### config.mk
export PLATFORM = sky130hd
export DESIGN_NAME = hex_length_prefix_deframer
export DESIGN_NICKNAME = d
export VERILOG_FILES = /design/src/rtl/hlpd_pkg.sv /design/src/rtl/hex_length_prefix_deframer.sv
export SDC_FILE = /design/constraint.sdc
export NUM_CORES = 1
export LEC_CHECK = 0
export BUFFER_PORTS_ARGS = -buffer_cell sky130_fd_sc_hd__buf_2
export CAP_MARGIN = 15
export CORE_MARGIN = 2
export CORE_UTILIZATION = 36
export CTS_BUF_LIST = sky130_fd_sc_hd__clkbuf_4
export DETAILED_ROUTE_END_ITERATION = 8
export GPL_TIMING_DRIVEN = 0
export PLACE_DENSITY = 0.63
export SLEW_MARGIN = 40
export SYNTH_ARGS = -nofsm -noshare
export SYNTH_HDL_FRONTEND = slang
export SYNTH_SLANG_ARGS = --single-unit
### constraint.sdc
create_clock -name clk_i -period 11.07 [get_ports clk_i]
set_input_delay 2.214 -clock clk_i [delete_from_list [all_inputs] [get_ports clk_i]]
set_output_delay 2.214 -clock clk_i [all_outputs]
set_load 0.03 [all_outputs]
### src/rtl/hlpd_pkg.sv
// hlpd_pkg: shared types, constants and the hex digit decoder
// for the hex length prefix deframer and its checker
// no dependencies
package hlpd_pkg;

  localparam int unsigned HEADER_DIGITS = 6;
  localparam int unsigned LEN_W         = 24;
  localparam int unsigned CNT_W         = $clog2(HEADER_DIGITS + 1);
  localparam int unsigned STATUS_W      = 2;

  typedef enum logic [1:0] {
    PH_HEADER  = 2'd0,
    PH_PAYLOAD = 2'd1,
    PH_DISCARD = 2'd2
  } phase_e;

  typedef enum logic [STATUS_W-1:0] {
    STATUS_OK        = 2'd0,
    STATUS_BAD_DIGIT = 2'd1,
    STATUS_TRUNC     = 2'd2
  } status_e;

  typedef struct packed {
    logic       ok;
    logic [3:0] val;
  } hex_digit_t;

  localparam logic [7:0] CH_0     = 8'h30;
  localparam logic [7:0] CH_9     = 8'h39;
  localparam logic [7:0] CH_UC_A  = 8'h41;
  localparam logic [7:0] CH_UC_F  = 8'h46;
  localparam logic [7:0] CH_LC_A  = 8'h61;
  localparam logic [7:0] CH_LC_F  = 8'h66;
  localparam logic [3:0] HEX_TEN  = 4'd10;

  function automatic hex_digit_t hex_decode(input logic [7:0] c);
    hex_digit_t r;
    logic [7:0] t;
    r.ok  = 1'b0;
    r.val = '0;
    if (c >= CH_0 && c <= CH_9) begin
      t     = c - CH_0;
      r.ok  = 1'b1;
      r.val = t[3:0];
    end else if (c >= CH_LC_A && c <= CH_LC_F) begin
      t     = c - CH_LC_A;
      r.ok  = 1'b1;
      r.val = t[3:0] + HEX_TEN;
    end else if (c >= CH_UC_A && c <= CH_UC_F) begin
      t     = c - CH_UC_A;
      r.ok  = 1'b1;
      r.val = t[3:0] + HEX_TEN;
    end
    return r;
  endfunction

endpackage

### src/rtl/hex_length_prefix_deframer.sv
// hex_length_prefix_deframer: strips six-digit hex length headers from a byte stream
// and passes the payload bytes with length, end mark and status
// depends on hlpd_pkg
//
//   channel | handshake            | fields
//   --------+----------------------+-------------------------------------------------
//   in      | in_valid_i/in_stall_o | data_byte_i, end_of_data_i
//   out     | out_valid_o/out_stall_i | payload_byte_o, payload_valid_o, frame_end_o,
//           |                      | frame_length_o, status_o
//
// one item per cycle while not stalled; results are held in the single result register
// header digits cause no result unless they end or break the frame
// reset clears the phase, counters and result valid; no clearing pass
// a held result stalls the input only while out_stall_i is high
module hex_length_prefix_deframer (
  input  logic                            clk_i,
  input  logic                            rst_ni,
  input  logic                            in_valid_i,
  output logic                            in_stall_o,
  input  logic [7:0]                      data_byte_i,
  input  logic                            end_of_data_i,
  output logic                            out_valid_o,
  input  logic                            out_stall_i,
  output logic [7:0]                      payload_byte_o,
  output logic                            payload_valid_o,
  output logic                            frame_end_o,
  output logic [hlpd_pkg::LEN_W-1:0]      frame_length_o,
  output logic [hlpd_pkg::STATUS_W-1:0]   status_o
);
  import hlpd_pkg::*;

  phase_e             phase_q, phase_d;
  logic [CNT_W-1:0]   cnt_q, cnt_d;
  logic [LEN_W-1:0]   acc_q, acc_d;
  logic [LEN_W-1:0]   rem_q, rem_d;

  logic               out_valid_q;
  logic [7:0]         byte_q;
  logic               pv_q;
  logic               end_q;
  logic [LEN_W-1:0]   len_q;
  status_e            status_q;

  logic               res_valid;
  logic [7:0]         res_byte;
  logic               res_pv;
  logic               res_end;
  logic [LEN_W-1:0]   res_len;
  status_e            res_status;

  logic               in_acc;
  hex_digit_t         hex;
  logic [LEN_W-1:0]   acc_shift;
  logic [LEN_W-1:0]   rem_dec;
  logic               last_digit;

  assign in_stall_o = out_valid_q & out_stall_i;
  assign in_acc     = in_valid_i & ~in_stall_o;

  assign hex        = hex_decode(data_byte_i);
  assign acc_shift  = {acc_q[LEN_W-5:0], hex.val};
  assign rem_dec    = rem_q - LEN_W'(1);
  assign last_digit = (cnt_q == CNT_W'(HEADER_DIGITS - 1));

  // next state
  always_comb begin
    phase_d = phase_q;
    cnt_d   = cnt_q;
    acc_d   = acc_q;
    rem_d   = rem_q;
    case (phase_q)
      PH_DISCARD: begin
        if (end_of_data_i) begin
          phase_d = PH_HEADER;
          cnt_d   = '0;
          acc_d   = '0;
          rem_d   = '0;
        end
      end
      PH_PAYLOAD: begin
        rem_d = rem_dec;
        if (rem_dec == '0 || end_of_data_i) begin
          phase_d = PH_HEADER;
          cnt_d   = '0;
          acc_d   = '0;
          rem_d   = '0;
        end
      end
      default: begin
        phase_d = PH_HEADER;
        if (!hex.ok) begin
          if (end_of_data_i) begin
            cnt_d = '0;
            acc_d = '0;
            rem_d = '0;
          end else begin
            phase_d = PH_DISCARD;
          end
        end else begin
          acc_d = acc_shift;
          cnt_d = cnt_q + CNT_W'(1);
          if (last_digit) begin
            if (acc_shift == '0 || end_of_data_i) begin
              cnt_d = '0;
              acc_d = '0;
              rem_d = '0;
            end else begin
              phase_d = PH_PAYLOAD;
              cnt_d   = '0;
              rem_d   = acc_shift;
            end
          end else if (end_of_data_i) begin
            cnt_d = '0;
            acc_d = '0;
            rem_d = '0;
          end
        end
      end
    endcase
  end

  // result for this item
  always_comb begin
    res_valid  = 1'b0;
    res_byte   = '0;
    res_pv     = 1'b0;
    res_end    = 1'b0;
    res_len    = '0;
    res_status = STATUS_OK;
    case (phase_q)
      PH_DISCARD: begin
        res_valid = 1'b0;
      end
      PH_PAYLOAD: begin
        res_valid = 1'b1;
        res_byte  = data_byte_i;
        res_pv    = 1'b1;
        res_end   = (rem_dec == '0);
        res_len   = acc_q;
        if (rem_dec != '0 && end_of_data_i) begin
          res_status = STATUS_TRUNC;
        end
      end
      default: begin
        if (!hex.ok) begin
          res_valid  = 1'b1;
          res_len    = acc_q;
          res_status = STATUS_BAD_DIGIT;
        end else if (last_digit && acc_shift == '0) begin
          res_valid = 1'b1;
          res_end   = 1'b1;
        end else if (end_of_data_i) begin
          res_valid  = 1'b1;
          res_len    = acc_shift;
          res_status = STATUS_TRUNC;
        end
      end
    endcase
  end

  always_ff @(posedge clk_i or negedge rst_ni) begin
    if (!rst_ni) begin
      phase_q <= PH_HEADER;
      cnt_q   <= '0;
      acc_q   <= '0;
      rem_q   <= '0;
    end else if (in_acc) begin
      phase_q <= phase_d;
      cnt_q   <= cnt_d;
      acc_q   <= acc_d;
      rem_q   <= rem_d;
    end
  end

  always_ff @(posedge clk_i or negedge rst_ni) begin
    if (!rst_ni) begin
      out_valid_q <= 1'b0;
    end else if (!in_stall_o) begin
      out_valid_q <= in_acc & res_valid;
    end
  end

  always_ff @(posedge clk_i) begin
    if (in_acc && res_valid) begin
      byte_q   <= res_byte;
      pv_q     <= res_pv;
      end_q    <= res_end;
      len_q    <= res_len;
      status_q <= res_status;
    end
  end

  assign out_valid_o     = out_valid_q;
  assign payload_byte_o  = byte_q;
  assign payload_valid_o = pv_q;
  assign frame_end_o     = end_q;
  assign frame_length_o  = len_q;
  assign status_o        = status_q;

endmodule

==> results.rst, run 1 <==
.. list-table::
   :header-rows: 1

   * - Metric
     - Value
   * - WHS
     - 0.532 ns
   * - Number of global-route vias before repair
     - roughly 4.2k
   * - Mean Syn Cell Area
     - between 10 and 15 µm²
   * - Number of buffers created by CTS
     - 9
   * - Setup repair after global routing missed its margin
     - false
   * - Met1 track utilization from global routing
     - 0.281
   * - Transition time of the tightest slew-check pin
     - between 0.7 and 0.8 ns
   * - Post-synthesis register bit count
     - 90
   * - Hold-fix buffers at CTS
     - 0
   * - Number of synthesized flops with an enable pin
     - 36
   * - Sequence of cells on the critical path
     - buf_2 -> inv_1 -> ha_1 -> o21bai_1 -> o21a_1 -> a21oi_1 -> nor4_1 -> o21bai_1 -> a21oi_1 -> clkbuf_1 -> a22o_1
   * - Routed wire length
     - between 10,000 and 15,000 µm
   * - Num Clock Sinks
     - 90
   * - Reported leakage power
     - ~0.0024 µW
   * - Library cell with the largest summed area after synthesis
     - sky130_fd_sc_hd__dfrtp_1
   * - Detailed router's first-iteration violation count
     - roughly 630
   * - Aggregate negative setup slack
     - 0 ns
   * - Average wire per standard cell
     - between 15 and 20 µm
   * - Total nets after synthesis
     - 508
   * - Filler instances
     - 1,357
   * - Async S/R FF share, synth
     - 0.600
   * - Synthesized instance count
     - 486
   * - Number of violations of the max-capacitance limit
     - 0
   * - Yosys Warn Count
     - 0
   * - Maximum clock frequency
     - around 210 MHz
   * - Die width
     - between 100 and 150 µm
   * - First-pass GRT wire length
     - about 23,000 µm
   * - Setup Viol. Count Final
     - 0
   * - Worst Slack Setup Final
     - ~6.2 ns
   * - IR drop worst, VDD
     - 0.0550 mV
   * - CTS-repair resized insts
     - 0
   * - Class of the most critical hold timing path
     - reg2reg
   * - Period Utilization, post-route
     - 0.439
   * - Port Buf Inserts
     - 50
   * - Sequential cell area fraction in the yosys report
     - 0.481
   * - Met2 Usage GRT
     - 0.313
   * - Endpoint arrival time on the critical path
     - around 5.2 ns
   * - Full die area
     - ~0.015 mm²
   * - Largest net degree at the start of global routing
     - between 50 and 60
   * - Final Max Tran Viols
     - 0
   * - Post-CTS Setup Bufs
     - 0
   * - Number of diodes added for antenna fixing
     - 0
   * - Via count
     - approximately 4.4k
   * - Cell area after layout
     - about 0.0058 mm²
   * - CTS root buf
     - sky130_fd_sc_hd__clkbuf_4
   * - Run status
     - finished, final reports clean
   * - Area growth from synthesis to final layout
     - 13.8%
   * - Dpl cell area
     - ~0.0056 mm²
   * - Setup Crit Path Kind
     - in2reg
   * - Net count of the finished layout
     - approximately 570
   * - Clock transition time at the flip-flop clock pins of the worst setup and hold paths
     - roughly 0.17 ns
   * - CORE AREA
     - 0.0138 mm²
   * - Share of post-route cells with drive strength above 1
     - 0.178
   * - Minimum clock period after layout
     - about 5 ns
   * - Floorplan die height
     - 123 µm
   * - Global-route met3 utilization
     - 0.0311
   * - Cells taking the most area after synthesis
     - sky130_fd_sc_hd__dfrtp_1 (27%), sky130_fd_sc_hd__edfxtp_1 (21%), sky130_fd_sc_hd__a22o_1 (8.8%)
   * - Count of boundary I/O pins
     - 51
   * - Total number of placement rows
     - between 40 and 50
   * - Busiest grt layer
     - met2
   * - Level count of the clock H-tree
     - 3
   * - Setup skew after layout
     - 0.0204 ns
   * - Clk buf depth
     - 2
   * - Cell variety after synth
     - between 70 and 80
   * - Clock latency at the later pin of the worst-skew pair
     - around 0.49 ns
   * - Top_reg_cell synth
     - sky130_fd_sc_hd__dfrtp_1
   * - Final Wtd Congestion
     - approximately 0.95
   * - Startpoint types
     - input pin
   * - Required time at the worst-slack endpoint
     - between 10 and 15 ns
   * - Delay of the slowest cell on the worst path
     - 0.61 ns
   * - CP max-delay cell
     - sky130_fd_sc_hd__a21oi_1
   * - Iteration count of the initial detailed-routing pass
     - 6
   * - Post-synthesis cell area
     - 0.00506 mm²
   * - Total half-perimeter wirelength after legalization and detailed placement
     - about 10,000 µm
   * - Element type at the critical path end
     - register
   * - Effective utilization at floorplan
     - 0.366
   * - Final Hold Vio Count
     - 0
   * - PwrDens
     - between 150 and 200 mW/mm²
   * - Post-detailed-route DRC marker count
     - 0
   * - Post-DRT Antenna Nets
     - 0
   * - TritonCTS clock tree
     - done
   * - Mean number of vias per cell
     - 5.94
   * - Global router's overall resource usage
     - 0.201
   * - Peak fanout along the critical path
     - 10
   * - Area share of the leading cell type in the synthesized netlist
     - 0.267
   * - Global route overflow
     - 0
   * - Slew HR
     - 0.498
   * - Antenna violations before repair
     - 0
   * - Pre-CTS worst setup slack
     - ~5.8 ns
[through the flow]
| step | utilization | total power (µW) | std cells |
|---|---|---|---|
| finish | 0.416 | 1020 | 735 |
| global route | 0.416 | 1080 | 735 |
| CTS | 0.416 | 1020 | 735 |
| detailed placement | 0.405 | 806 | 719 |
| global placement | 0.400 | 797 | 716 |
| floorplan | - | 697 | 486 |
[Yosys cell counts, types with 7 or more instances]
cell / n
sky130_fd_sc_hd__a21oi_1: 15
sky130_fd_sc_hd__a22o_1: 51
sky130_fd_sc_hd__a22oi_1: 14
sky130_fd_sc_hd__and2_1: 9
sky130_fd_sc_hd__clkbuf_1: 15
sky130_fd_sc_hd__dfrtp_1: 54
sky130_fd_sc_hd__edfxtp_1: 36
sky130_fd_sc_hd__ha_1: 9
sky130_fd_sc_hd__inv_1: 25
sky130_fd_sc_hd__nand2_1: 30
sky130_fd_sc_hd__nand2b_1: 8
sky130_fd_sc_hd__nand3_1: 14
sky130_fd_sc_hd__nand4_1: 9
sky130_fd_sc_hd__nor2_1: 30
sky130_fd_sc_hd__nor3_1: 18
sky130_fd_sc_hd__nor4_1: 11
sky130_fd_sc_hd__o21ai_0: 20
sky130_fd_sc_hd__xnor2_1: 7
[power by group]
| group | internal [µW] | total [µW] | switching (µW) |
|---|---|---|---|
| clock | 75.7 | 212 | 136 |
| sequential | 393 | 421 | 28.0 |
| combinational | 120 | 386 | 266 |
| total | 589 | 1020 | 430 |
[flip-flops by register name, indices dropped and copies added (netlist names)]
register,count
rem_q,24
phase_q,2
frame_length_o,24
status_o,2
frame_end_o,1
payload_valid_o,1
out_valid_o,1
acc_q,24
payload_byte_o,8
cnt_q,3
[metal layers]
layer	part of all wire	up-vias
li1	-	2009
met1	0.45	2160
met2	0.46	175
met3	0.063	24
met4	0.024	0
met5	0	-
[worst max-delay path, delay by kind of cell]
| family | cells | cell delay, ns |
|---|---|---|
| compound gates | 6 | 2.01 |
| fa+ha+maj | 1 | 0.22 |
| buf+inv | 3 | 0.65 |
| simple gates | 1 | 0.12 |
[cell usage in the layout (no fill, tap or decap), drive strengths merged, types with 4 or more instances in the layout]
cell type | netlist | final
buf | 12 | 65
dfrtp | 54 | 54
a22o | 51 | 51
edfxtp | 36 | 36
nor2 | 31 | 31
nand2 | 30 | 30
inv | 25 | 28
clkbuf | 15 | 24
o21ai | 22 | 22
nor3 | 20 | 20
a21oi | 15 | 15
nand3 | 15 | 15
a22oi | 14 | 14
nor4 | 12 | 12
and2 | 9 | 9
nand4 | 9 | 9
ha | 9 | 9
nand2b | 8 | 8
xnor2 | 7 | 7
o211ai | 5 | 5
or3 | 5 | 5
o2bb2ai | 4 | 4
o21bai | 4 | 4
a21o | 4 | 4
o31a | 4 | 4
o221ai | 4 | 4
a221oi | 4 | 4
a211oi | 4 | 4
[final timing paths]
kind | from | endpoint | slack, ns | cells past startpoint
worst max-delay path | data_byte_i[1] | frame_length_o[14] | 6.21 | 11
worst min-delay path | acc_q[21] | acc_q[21] | 0.53 | 1
worst max register to register | rem_q[0] | acc_q[6] | 7.45 | 11
worst min register to register | acc_q[21] | acc_q[21] | 0.53 | 1
max in group asynchronous | rst_ni | acc_q[2] | 8.82 | 1
min in group asynchronous | rst_ni | rem_q[2] | 1.76 | 1
[kinds of logic (layout without fill, tap and decap cells)]
| family | count (synthesis) | count (layout) | synth area share |
|---|---|---|---|
| flops | 90 | 90 | 0.481 |
| simple gates | 159 | 159 | 0.177 |
| mux | 3 | 3 | 0.00618 |
| compound gates | 162 | 162 | 0.249 |
| buf+inv | 53 | 122 | 0.0480 |
| xor+xnor | 10 | 10 | 0.0173 |
| fa+ha+maj | 9 | 9 | 0.0223 |
[final cells by class]
cell class / count / area, µm² / area share
Multi-Input combinational cell: 343 / 2410 / 0.419
Buffer: 27 / 145 / 0.0252
Tap cell: 180 / 225 / 0.0391
Sequential cell: 90 / 2430 / 0.422
Clock buffer: 9 / 67.6 / 0.0117
Inverter: 26 / 97.6 / 0.0169
Clock inverter: 7 / 96.3 / 0.0167
Timing Repair Buffer: 53 / 283 / 0.0491
(Power assumes the default switching activity.)
==> inputs of run 2 (changes only) <==
--- a/config.mk
+++ b/config.mk
@@ -5,6 +5,7 @@
 export SDC_FILE = /design/constraint.sdc
 export NUM_CORES = 1
 export LEC_CHECK = 0
+export ABC_AREA = 1
 export BUFFER_PORTS_ARGS = -buffer_cell sky130_fd_sc_hd__buf_2
 export CAP_MARGIN = 15
 export CORE_MARGIN = 2
@@ -12,7 +13,7 @@
 export CTS_BUF_LIST = sky130_fd_sc_hd__clkbuf_4
 export DETAILED_ROUTE_END_ITERATION = 8
 export GPL_TIMING_DRIVEN = 0
-export PLACE_DENSITY = 0.63
+export PLACE_DENSITY = 0.62
 export SLEW_MARGIN = 40
 export SYNTH_ARGS = -nofsm -noshare
 export SYNTH_HDL_FRONTEND = slang
==> constraint.sdc (replaced) <==
create_clock -name clk_i -period 4.8 [get_ports clk_i]
set_input_delay 0.96 -clock clk_i [delete_from_list [all_inputs] [get_ports clk_i]]
set_output_delay 0.96 -clock clk_i [all_outputs]
set_load 0.03 [all_outputs]
==> run 2 against run 1 <==
Against the previous run:
- critical path depth is 3 higher
- critical endpoint is now frame_length_o[16]
- power grew to 2.8 times the previous value
- sequential cell count stayed put
- highest routed layer unchanged
- combinational power grew to 3.3 times the previous value
==> results.rst, run 2 <==
.. list-table::
   :header-rows: 1

   * - Metric
     - Value
   * - Run status
     - finished, final reports clean (unchanged)
   * - TritonCTS clock tree
     - done (unchanged)
   * - Full die area
     - 0.0196 mm² (was 0.0150 mm²)
   * - Clock transition time at the flip-flop clock pins of the worst setup and hold paths
     - 0.17 ns (about the same)
   * - Area share of the leading cell type in the synthesized netlist
     - 0.203 (was 0.267)
   * - Startpoint types
     - input pin (unchanged)
   * - Total number of placement rows
     - 49 (was 43)
   * - Setup repair after global routing missed its margin
     - false (unchanged)
   * - Cell area after layout
     - 0.00735 mm² (was 0.00576 mm²)
   * - Post-detailed-route DRC marker count
     - 0 (unchanged)
   * - Async S/R FF share, synth
     - 0.600 (unchanged)
   * - Yosys Warn Count
     - 0 (unchanged)
   * - Effective utilization at floorplan
     - 0.369 (was 0.366)
   * - Hold-fix buffers at CTS
     - 0 (unchanged)
   * - CTS-repair resized insts
     - 0 (unchanged)
   * - Top_reg_cell synth
     - sky130_fd_sc_hd__dfrtp_1 (unchanged)
   * - Level count of the clock H-tree
     - 3 (unchanged)
   * - Post-synthesis cell area
     - 0.00665 mm² (was 0.00506 mm²)
   * - Global router's overall resource usage
     - 0.203 (was 0.201)
   * - Sequential cell area fraction in the yosys report
     - 0.366 (was 0.481)
   * - Post-synthesis register bit count
     - 90 (unchanged)
   * - Period Utilization, post-route
     - 0.695
   * - Port Buf Inserts
     - 49 (was 50)
   * - Number of buffers created by CTS
     - 9 (unchanged)
   * - Detailed router's first-iteration violation count
     - 502 (was 634)
   * - Post-DRT Antenna Nets
     - 0 (unchanged)
   * - CTS root buf
     - sky130_fd_sc_hd__clkbuf_4 (unchanged)
   * - Library cell with the largest summed area after synthesis
     - sky130_fd_sc_hd__dfrtp_1 (unchanged)
   * - Most common library cell in the layout ignoring fill and taps
     - sky130_fd_sc_hd__nand2_1
   * - Number of global-route vias before repair
     - 6,108 (was 4,227)
   * - Largest net degree at the start of global routing
     - 55 (unchanged)
   * - Mean number of vias per cell
     - 5.13 (was 5.94)
   * - Post-CTS Setup Bufs
     - 0 (unchanged)
   * - Final Max Tran Viols
     - 0 (unchanged)
   * - Commonest cells after routing, fill and taps aside
     - sky130_fd_sc_hd__nand2_1 (268), sky130_fd_sc_hd__inv_1 (125), sky130_fd_sc_hd__nor2_1 (94) (was sky130_fd_sc_hd__buf_2 (54), sky130_fd_sc_hd__dfrtp_1 (54), sky130_fd_sc_hd__a22o_1 (51))
   * - Aggregate negative setup slack
     - 0 ns (unchanged)
   * - Count of boundary I/O pins
     - 51 (unchanged)
   * - Total half-perimeter wirelength after legalization and detailed placement
     - 15,000 µm (was 10,500 µm)
   * - Num Clock Sinks
     - 90 (unchanged)
   * - Antenna violations before repair
     - 1 (was 0)
   * - Global route overflow
     - 0 (unchanged)
   * - Maximum clock frequency
     - 300 MHz
   * - Class of the most critical hold timing path
     - in2async (was reg2reg)
   * - Slew HR
     - 0.501 (was 0.498)
   * - Setup Viol. Count Final
     - 0 (unchanged)
   * - IR drop worst, VDD
     - 0.170 mV (was 0.0550 mV)
   * - Final Hold Vio Count
     - 0 (unchanged)
   * - Routed wire length
     - 19,400 µm (was 14,400 µm)
   * - Via count
     - 6,521 (was 4,368)
   * - Required time at the worst-slack endpoint
     - 4.93 ns (was 11.44 ns)
   * - Reported leakage power
     - 0.00331 µW (was 0.00242 µW)
   * - First-pass GRT wire length
     - 32,100 µm (was 23,300 µm)
   * - Clock latency at the later pin of the worst-skew pair
     - 0.50 ns (was 0.49 ns)
   * - Share of post-route cells with drive strength above 1
     - 0.144 (was 0.178)
   * - Iteration count of the initial detailed-routing pass
     - 5 (was 6)
   * - Peak fanout along the critical path
     - 36 (was 10)
   * - Endpoint arrival time on the critical path
     - 3.47 ns (was 5.23 ns)
   * - Transition time of the tightest slew-check pin
     - 0.748 ns (was 0.754 ns)
   * - Element type at the critical path end
     - register (unchanged)
   * - Total nets after synthesis
     - 997 (was 508)
   * - Cell variety after synth
     - 32 (was 74)
   * - CORE AREA
     - 0.0180 mm² (was 0.0138 mm²)
   * - Cells taking the most area after synthesis
     - sky130_fd_sc_hd__dfrtp_1 (20%), sky130_fd_sc_hd__edfxtp_1 (16%), sky130_fd_sc_hd__nand2_1 (15%) (was sky130_fd_sc_hd__dfrtp_1 (27%), sky130_fd_sc_hd__edfxtp_1 (21%), sky130_fd_sc_hd__a22o_1 (8.8%))
   * - Floorplan die height
     - 140 µm (was 123 µm)
   * - Clk buf depth
     - 2 (unchanged)
   * - PwrDens
     - 392 mW/mm² (was 177 mW/mm²)
   * - Setup skew after layout
     - 0.0302 ns (was 0.0204 ns)
   * - Final Wtd Congestion
     - 0.912 (was 0.949)
   * - Dpl cell area
     - 0.00718 mm² (was 0.00559 mm²)
   * - Setup Crit Path Kind
     - in2reg (unchanged)
   * - Net count of the finished layout
     - 1,057 (was 572)
   * - Mean Syn Cell Area
     - 6.82 µm² (was 10.4 µm²)
   * - Number of violations of the max-capacitance limit
     - 0 (unchanged)
   * - Die width
     - 140 µm (was 123 µm)
   * - Number of synthesized flops with an enable pin
     - 36 (unchanged)
   * - Synthesized instance count
     - 975 (was 486)
   * - Synth cell count leaders
     - sky130_fd_sc_hd__nand2_1 (268), sky130_fd_sc_hd__inv_1 (126), sky130_fd_sc_hd__nor2_1 (94), sky130_fd_sc_hd__o21ai_0 (88), sky130_fd_sc_hd__dfrtp_1 (54) (was sky130_fd_sc_hd__dfrtp_1 (54), sky130_fd_sc_hd__a22o_1 (51), sky130_fd_sc_hd__edfxtp_1 (36), sky130_fd_sc_hd__nand2_1 (30), sky130_fd_sc_hd__nor2_1 (30))
   * - Area growth from synthesis to final layout
     - 10.6% (was 13.8%)
   * - Cell with the most instances after synthesis
     - sky130_fd_sc_hd__nand2_1 (was sky130_fd_sc_hd__dfrtp_1)
   * - Average wire per standard cell
     - 15.3 µm (was 19.6 µm)
   * - Minimum clock period after layout
     - 3.34 ns
run 2: routing by layer:
metal,vias to the layer above,part of all wire,global-route usage
met1,3000,0.46,0.277
met5,-,0,0
met2,182,0.46,0.328
li1,3306,-,-
met3,33,0.056,0.0389
met4,0,0.022,0.0632
run 2: final timing paths:
path | startpoint | endpoint | slack [ns] | cells after the start
max | data_byte_i[0] | frame_length_o[16] | 1.46 | 14
max reg2reg | acc_q[16] | frame_length_o[16] | 2.09 | 9
min in group clk_i | acc_q[11] | acc_q[11] | 0.51 | 2
min | rst_ni | out_valid_o | 0.41 | 1
min reg2reg | acc_q[11] | acc_q[11] | 0.51 | 2
max in group asynchronous | rst_ni | acc_q[1] | 3.98 | 1
run 2: cells by family (layout without fill, tap and decap cells):
| family | Yosys count | in the layout | share of synthesized area |
|---|---|---|---|
| flip-flops | 90 | 90 | 0.366 |
| XOR/XNOR | 5 | 5 | 0.00659 |
| buffers and inverters | 180 | 245 | 0.109 |
| AND/OR/NAND/NOR | 494 | 494 | 0.324 |
| other | 0 | 1 | 0 |
| adder cells (fa/ha/maj) | 9 | 9 | 0.0169 |
| AO/OA/AOI/OAI | 197 | 197 | 0.177 |
run 2: area by class of cell:
cell class                      count  area (µm²)
Inverter                          129         485
Clock buffer                       10        75.1
Sequential cell                    90        2430
Buffer                             51         239
Clock inverter                      6        88.8
Antenna cell                        1        2.50
Tap cell                          229         287
Timing Repair Buffer               49         251
Fill cell                        1944       10700
Multi-Input combinational cell    705        3490
run 2: metrics by stage:
| stage | power [µW] | instances | setup slack [ns] | util | hold WS [ns] |
|---|---|---|---|---|---|
| after floorplan | 2020 | 975 | 1.55 | - | 0.455 |
| after global placement | 2360 | 1253 | 0.594 | 0.398 | 0.465 |
| after detailed placement | 2370 | 1253 | 0.948 | 0.398 | 0.469 |
| after CTS | 2880 | 1269 | 1.49 | 0.407 | 0.506 |
| after global routing | 3100 | 1270 | 1.19 | 0.408 | 0.433 |
| final | 2880 | 1270 | 1.46 | 0.408 | 0.408 |
run 2: power by group:
| part | total [µW] | switching, µW | internal (µW) |
|---|---|---|---|
| clock | 510 | 291 | 219 |
| combinational | 1280 | 929 | 350 |
| sequential | 1100 | 145 | 951 |
run 2: worst max-delay path, stage by stage:
cell and delay [ns]:
sky130_fd_sc_hd__buf_2 0.14, sky130_fd_sc_hd__inv_1 0.07, sky130_fd_sc_hd__ha_1 0.19, sky130_fd_sc_hd__nand2_1 0.08, sky130_fd_sc_hd__nand3_1 0.08, sky130_fd_sc_hd__nand2_1 0.20
sky130_fd_sc_hd__nand2_2 0.21, sky130_fd_sc_hd__nand2_1 0.27, sky130_fd_sc_hd__nand3_1 0.11, sky130_fd_sc_hd__nor2_1 0.20, sky130_fd_sc_hd__nand2_1 0.13, sky130_fd_sc_hd__nand2_1 0.08
sky130_fd_sc_hd__o21ai_0 0.15, sky130_fd_sc_hd__inv_2 0.58
==> inputs of run 3 (changes only) <==
--- a/config.mk
+++ b/config.mk
@@ -13,7 +13,7 @@
 export CTS_BUF_LIST = sky130_fd_sc_hd__clkbuf_4
 export DETAILED_ROUTE_END_ITERATION = 8
 export GPL_TIMING_DRIVEN = 0
-export PLACE_DENSITY = 0.62
+export PLACE_DENSITY = 0.64
 export SLEW_MARGIN = 40
 export SYNTH_ARGS = -nofsm -noshare
 export SYNTH_HDL_FRONTEND = slang
==> constraint.sdc (replaced) <==
create_clock -name clk_i -period 2.8 [get_ports clk_i]
set_input_delay 0.56 -clock clk_i [delete_from_list [all_inputs] [get_ports clk_i]]
set_output_delay 0.56 -clock clk_i [all_outputs]
set_load 0.03 [all_outputs]
==> run 3 against run 2 <==
Against the previous run:
- wire length increased by 0.65%
- setup slack got worse by 1.3 ns
- hold slack got worse by 0.40 ns
- global-route usage about the same
- sequential power increased by 71%
- power increased by 71%
- design area increased by 0.44%
- combinational power increased by 74%
- non-clock buffer count increased by 3
- largest cell class unchanged
- largest power group unchanged
==> results.rst, run 3 (synthesis gave the netlist of run 2 again) <==
.. list-table::
   :header-rows: 1

   * - Metric
     - Value
   * - Maximum clock frequency
     - ~370 MHz
   * - Class of the most critical hold timing path
     - in2async (unchanged)
   * - Count of boundary I/O pins
     - 51 (unchanged)
   * - Final Wtd Congestion
     - 0.930 (was 0.912)
   * - Startpoint types
     - input pin (unchanged)
   * - Iteration count of the initial detailed-routing pass
     - 6 (was 5)
   * - IR drop worst, VDD
     - 0.275 mV (was 0.170 mV)
   * - Cell area after layout
     - 0.00738 mm² (was 0.00735 mm²)
   * - Endpoint of the worst register-to-register path
     - frame_length_o[21] (was frame_length_o[16])
   * - Mean number of vias per cell
     - 5.17 (was 5.13)
   * - Filler instances
     - 1,949 (was 1,944)
   * - Most common library cell in the layout ignoring fill and taps
     - sky130_fd_sc_hd__nand2_1 (unchanged)
   * - Commonest cells after routing, fill and taps aside
     - sky130_fd_sc_hd__nand2_1 (267), sky130_fd_sc_hd__inv_1 (124), sky130_fd_sc_hd__nor2_1 (94) (was sky130_fd_sc_hd__nand2_1 (268), sky130_fd_sc_hd__inv_1 (125), sky130_fd_sc_hd__nor2_1 (94))
   * - Reported leakage power
     - 0.00331 µW (about the same)
   * - Worst r2r path cells
     - 10 (was 9)
   * - Part of the total power dissipated in sequential elements
     - 0.381 (was 0.380)
   * - Element type at the critical path end
     - register (unchanged)
   * - Net count of the finished layout
     - 1,061 (was 1,057)
   * - Number of buffers created by CTS
     - 9 (unchanged)
   * - Final Max Tran Viols
     - 0 (unchanged)
   * - Via count
     - 6,584 (was 6,521)
   * - Peak fanout along the critical path
     - 18 (was 36)
   * - Setup Crit Path Kind
     - in2reg (unchanged)
   * - Final Hold Vio Count
     - 0 (unchanged)
   * - Port Buf Inserts
     - 49 (unchanged)
   * - Detailed router's first-iteration violation count
     - 617 (was 502)
   * - Total half-perimeter wirelength after legalization and detailed placement
     - 14,900 µm (was 15,000 µm)
   * - Global router's overall resource usage
     - 0.204 (was 0.203)
   * - Endpoint arrival time on the critical path
     - 2.87 ns (was 3.47 ns)
   * - Period Utilization, post-route
     - 0.954
   * - Part of the total power dissipated in the clock network
     - 0.167 (was 0.177)
   * - Run status
     - finished, final reports clean (unchanged)
   * - Share of the core filled with cells in the final layout
     - 0.410 (was 0.408)
   * - First-pass GRT wire length
     - 31,900 µm (was 32,100 µm)
   * - Die width
     - 140 µm (unchanged)
   * - Switching power
     - 2390 µW (was 1360 µW)
   * - Num Clock Sinks
     - 90 (unchanged)
   * - Global route overflow
     - 0 (unchanged)
   * - Setup skew after layout
     - 0.0184 ns (was 0.0302 ns)
   * - Total number of placement rows
     - 49 (unchanged)
   * - PwrDens
     - 668 mW/mm² (was 392 mW/mm²)
   * - Register-to-Register Setup Slack
     - 0.23 ns (was 2.09 ns)
   * - Level count of the clock H-tree
     - 3 (unchanged)
   * - Antenna violations before repair
     - 1 (unchanged)
   * - Number of violations of the max-capacitance limit
     - 0 (unchanged)
   * - Number of global-route vias before repair
     - 6,187 (was 6,108)
   * - Clock transition time at the flip-flop clock pins of the worst setup and hold paths
     - 0.15 ns (was 0.17 ns)
   * - Total power consumption of the routed design
     - 4930 µW (was 2880 µW)
   * - Logic gate share of total power
     - 0.452 (was 0.443)
   * - Routed wire length
     - 19,600 µm (was 19,400 µm)
   * - Startpoint of the most critical register-to-register path
     - acc_q[16] (unchanged)
   * - Placed cell count
     - 1,253 (unchanged)
   * - Area growth from synthesis to final layout
     - 11.1% (was 10.6%)
   * - Switching power share of the total
     - 0.485 (was 0.473)
   * - CTS root buf
     - sky130_fd_sc_hd__clkbuf_4 (unchanged)
   * - Effective utilization at floorplan
     - 0.369 (unchanged)
   * - Share of post-route cells with drive strength above 1
     - 0.153 (was 0.144)
   * - Average wire per standard cell
     - 15.4 µm (was 15.3 µm)
   * - Dpl cell area
     - 0.00718 mm² (about the same)
   * - Minimum clock period after layout
     - 2.67 ns
   * - Clk buf depth
     - 2 (unchanged)
   * - Largest net degree at the start of global routing
     - 55 (unchanged)
   * - P_int
     - 2540 µW (was 1520 µW)
   * - Setup repair after global routing missed its margin
     - false (unchanged)
   * - Post-DRT Antenna Nets
     - 0 (unchanged)
   * - Clock latency at the later pin of the worst-skew pair
     - 0.50 ns (about the same)
   * - CORE AREA
     - 0.0180 mm² (unchanged)
   * - Setup Viol. Count Final
     - 0 (unchanged)
   * - Hold-fix buffers at CTS
     - 0 (unchanged)
   * - Required time at the worst-slack endpoint
     - 2.99 ns (was 4.93 ns)
   * - Full die area
     - 0.0196 mm² (unchanged)
   * - Slew HR
     - 0.552 (was 0.501)
   * - Floorplan die height
     - 140 µm (unchanged)
   * - TritonCTS clock tree
     - done (unchanged)
   * - Post-detailed-route DRC marker count
     - 0 (unchanged)
   * - Number of non-filler instances in the completed layout
     - 1,274 (was 1,270)
   * - Transition time of the tightest slew-check pin
     - 0.671 ns (was 0.748 ns)
-- run 3: cell types whose count changed in the layout (fill, tap and decap cells not counted), moves of 2 or more --
cell	change
sky130_fd_sc_hd__o21ai_1	+2
sky130_fd_sc_hd__o21ai_0	-3
sky130_fd_sc_hd__clkinvlp_4	+3
sky130_fd_sc_hd__buf_4	+3
-- run 3: per-stage QoR --
| stage | setup TNS [ns] | setup slack (ns) | hold WS, ns |
|---|---|---|---|
| detailed placement | -37.05 | -0.835 | 0.473 |
| global placement | -32.95 | -0.755 | 0.465 |
| floorplan | 0 | 0.0145 | 0.264 |
| finish | 0 | 0.128 | 0.0115 |
| CTS | 0 | 0.00284 | 0.111 |
| global route | 0 | 0.0210 | 0.0287 |
-- run 3: final cells by class --
cell class	count	area, µm²	share of cell area
repair buffers	52	274	0.0371
flip-flops and latches	90	2430	0.329
clock inverters	6	73.8	0.0100
plain buffers	51	239	0.0324
clock buffers	10	75.1	0.0102
multi-input cells	705	3500	0.474
well taps	229	287	0.0388
inverters	129	489	0.0663
repair inverters	1	7.51	0.00102
diodes	1	2.50	0.000339
-- run 3: power by group through the flow --
stage	clock (µW)	combinational, µW	sequential [µW]
floorplan	0	1450	2010
global placement	0	2140	1900
detailed placement	0	2160	1910
CTS	841	2200	1870
global route	876	2500	1920
finish	823	2230	1880
-- run 3: worst max-delay path by stage --
stage,from,endpoint,slack [ns],depth (start not counted)
final,data_byte_i[0],frame_length_o[21],0.13,15
after global routing,data_byte_i[0],frame_length_o[0],0.02,15
after CTS,data_byte_i[1],frame_length_o[21],0.003,15
after detailed placement,data_byte_i[1],frame_length_o[20],-0.83,14
after global placement,data_byte_i[1],frame_length_o[20],-0.76,14
after floorplan,data_byte_i[1],frame_end_o,0.01,13
-- run 3: metal layers --
layer  GRT usage  part of all wire
met1       0.278              0.45
met2       0.323              0.45
met3      0.0399             0.070
met4      0.0721             0.025
met5           0                 0
-- run 3: what timing repair did --
| action | CTS | global route |
|---|---|---|
| gates cloned | 1 | 0 |
| gates resized for setup | 1 | 7 |
| endpoints found under the setup margin | 36 | 93 |
| setup buffers | 3 | 0 |
| pin swaps | 0 | 0 |
-- run 3: critical path, stage by stage --
cell and delay (ns):
sky130_fd_sc_hd__buf_2 0.14, sky130_fd_sc_hd__inv_1 0.07, sky130_fd_sc_hd__ha_1 0.19, sky130_fd_sc_hd__nand2_1 0.08, sky130_fd_sc_hd__nand3_1 0.09, sky130_fd_sc_hd__nand2_1 0.20, sky130_fd_sc_hd__nand2_2 0.21, sky130_fd_sc_hd__nand2_2 0.19
sky130_fd_sc_hd__nand3_1 0.10, sky130_fd_sc_hd__nor2_1 0.26, sky130_fd_sc_hd__nand2_1 0.15, sky130_fd_sc_hd__nand2_1 0.11, sky130_fd_sc_hd__o21ai_2 0.15, sky130_fd_sc_hd__clkinvlp_4 0.09, sky130_fd_sc_hd__buf_4 0.26
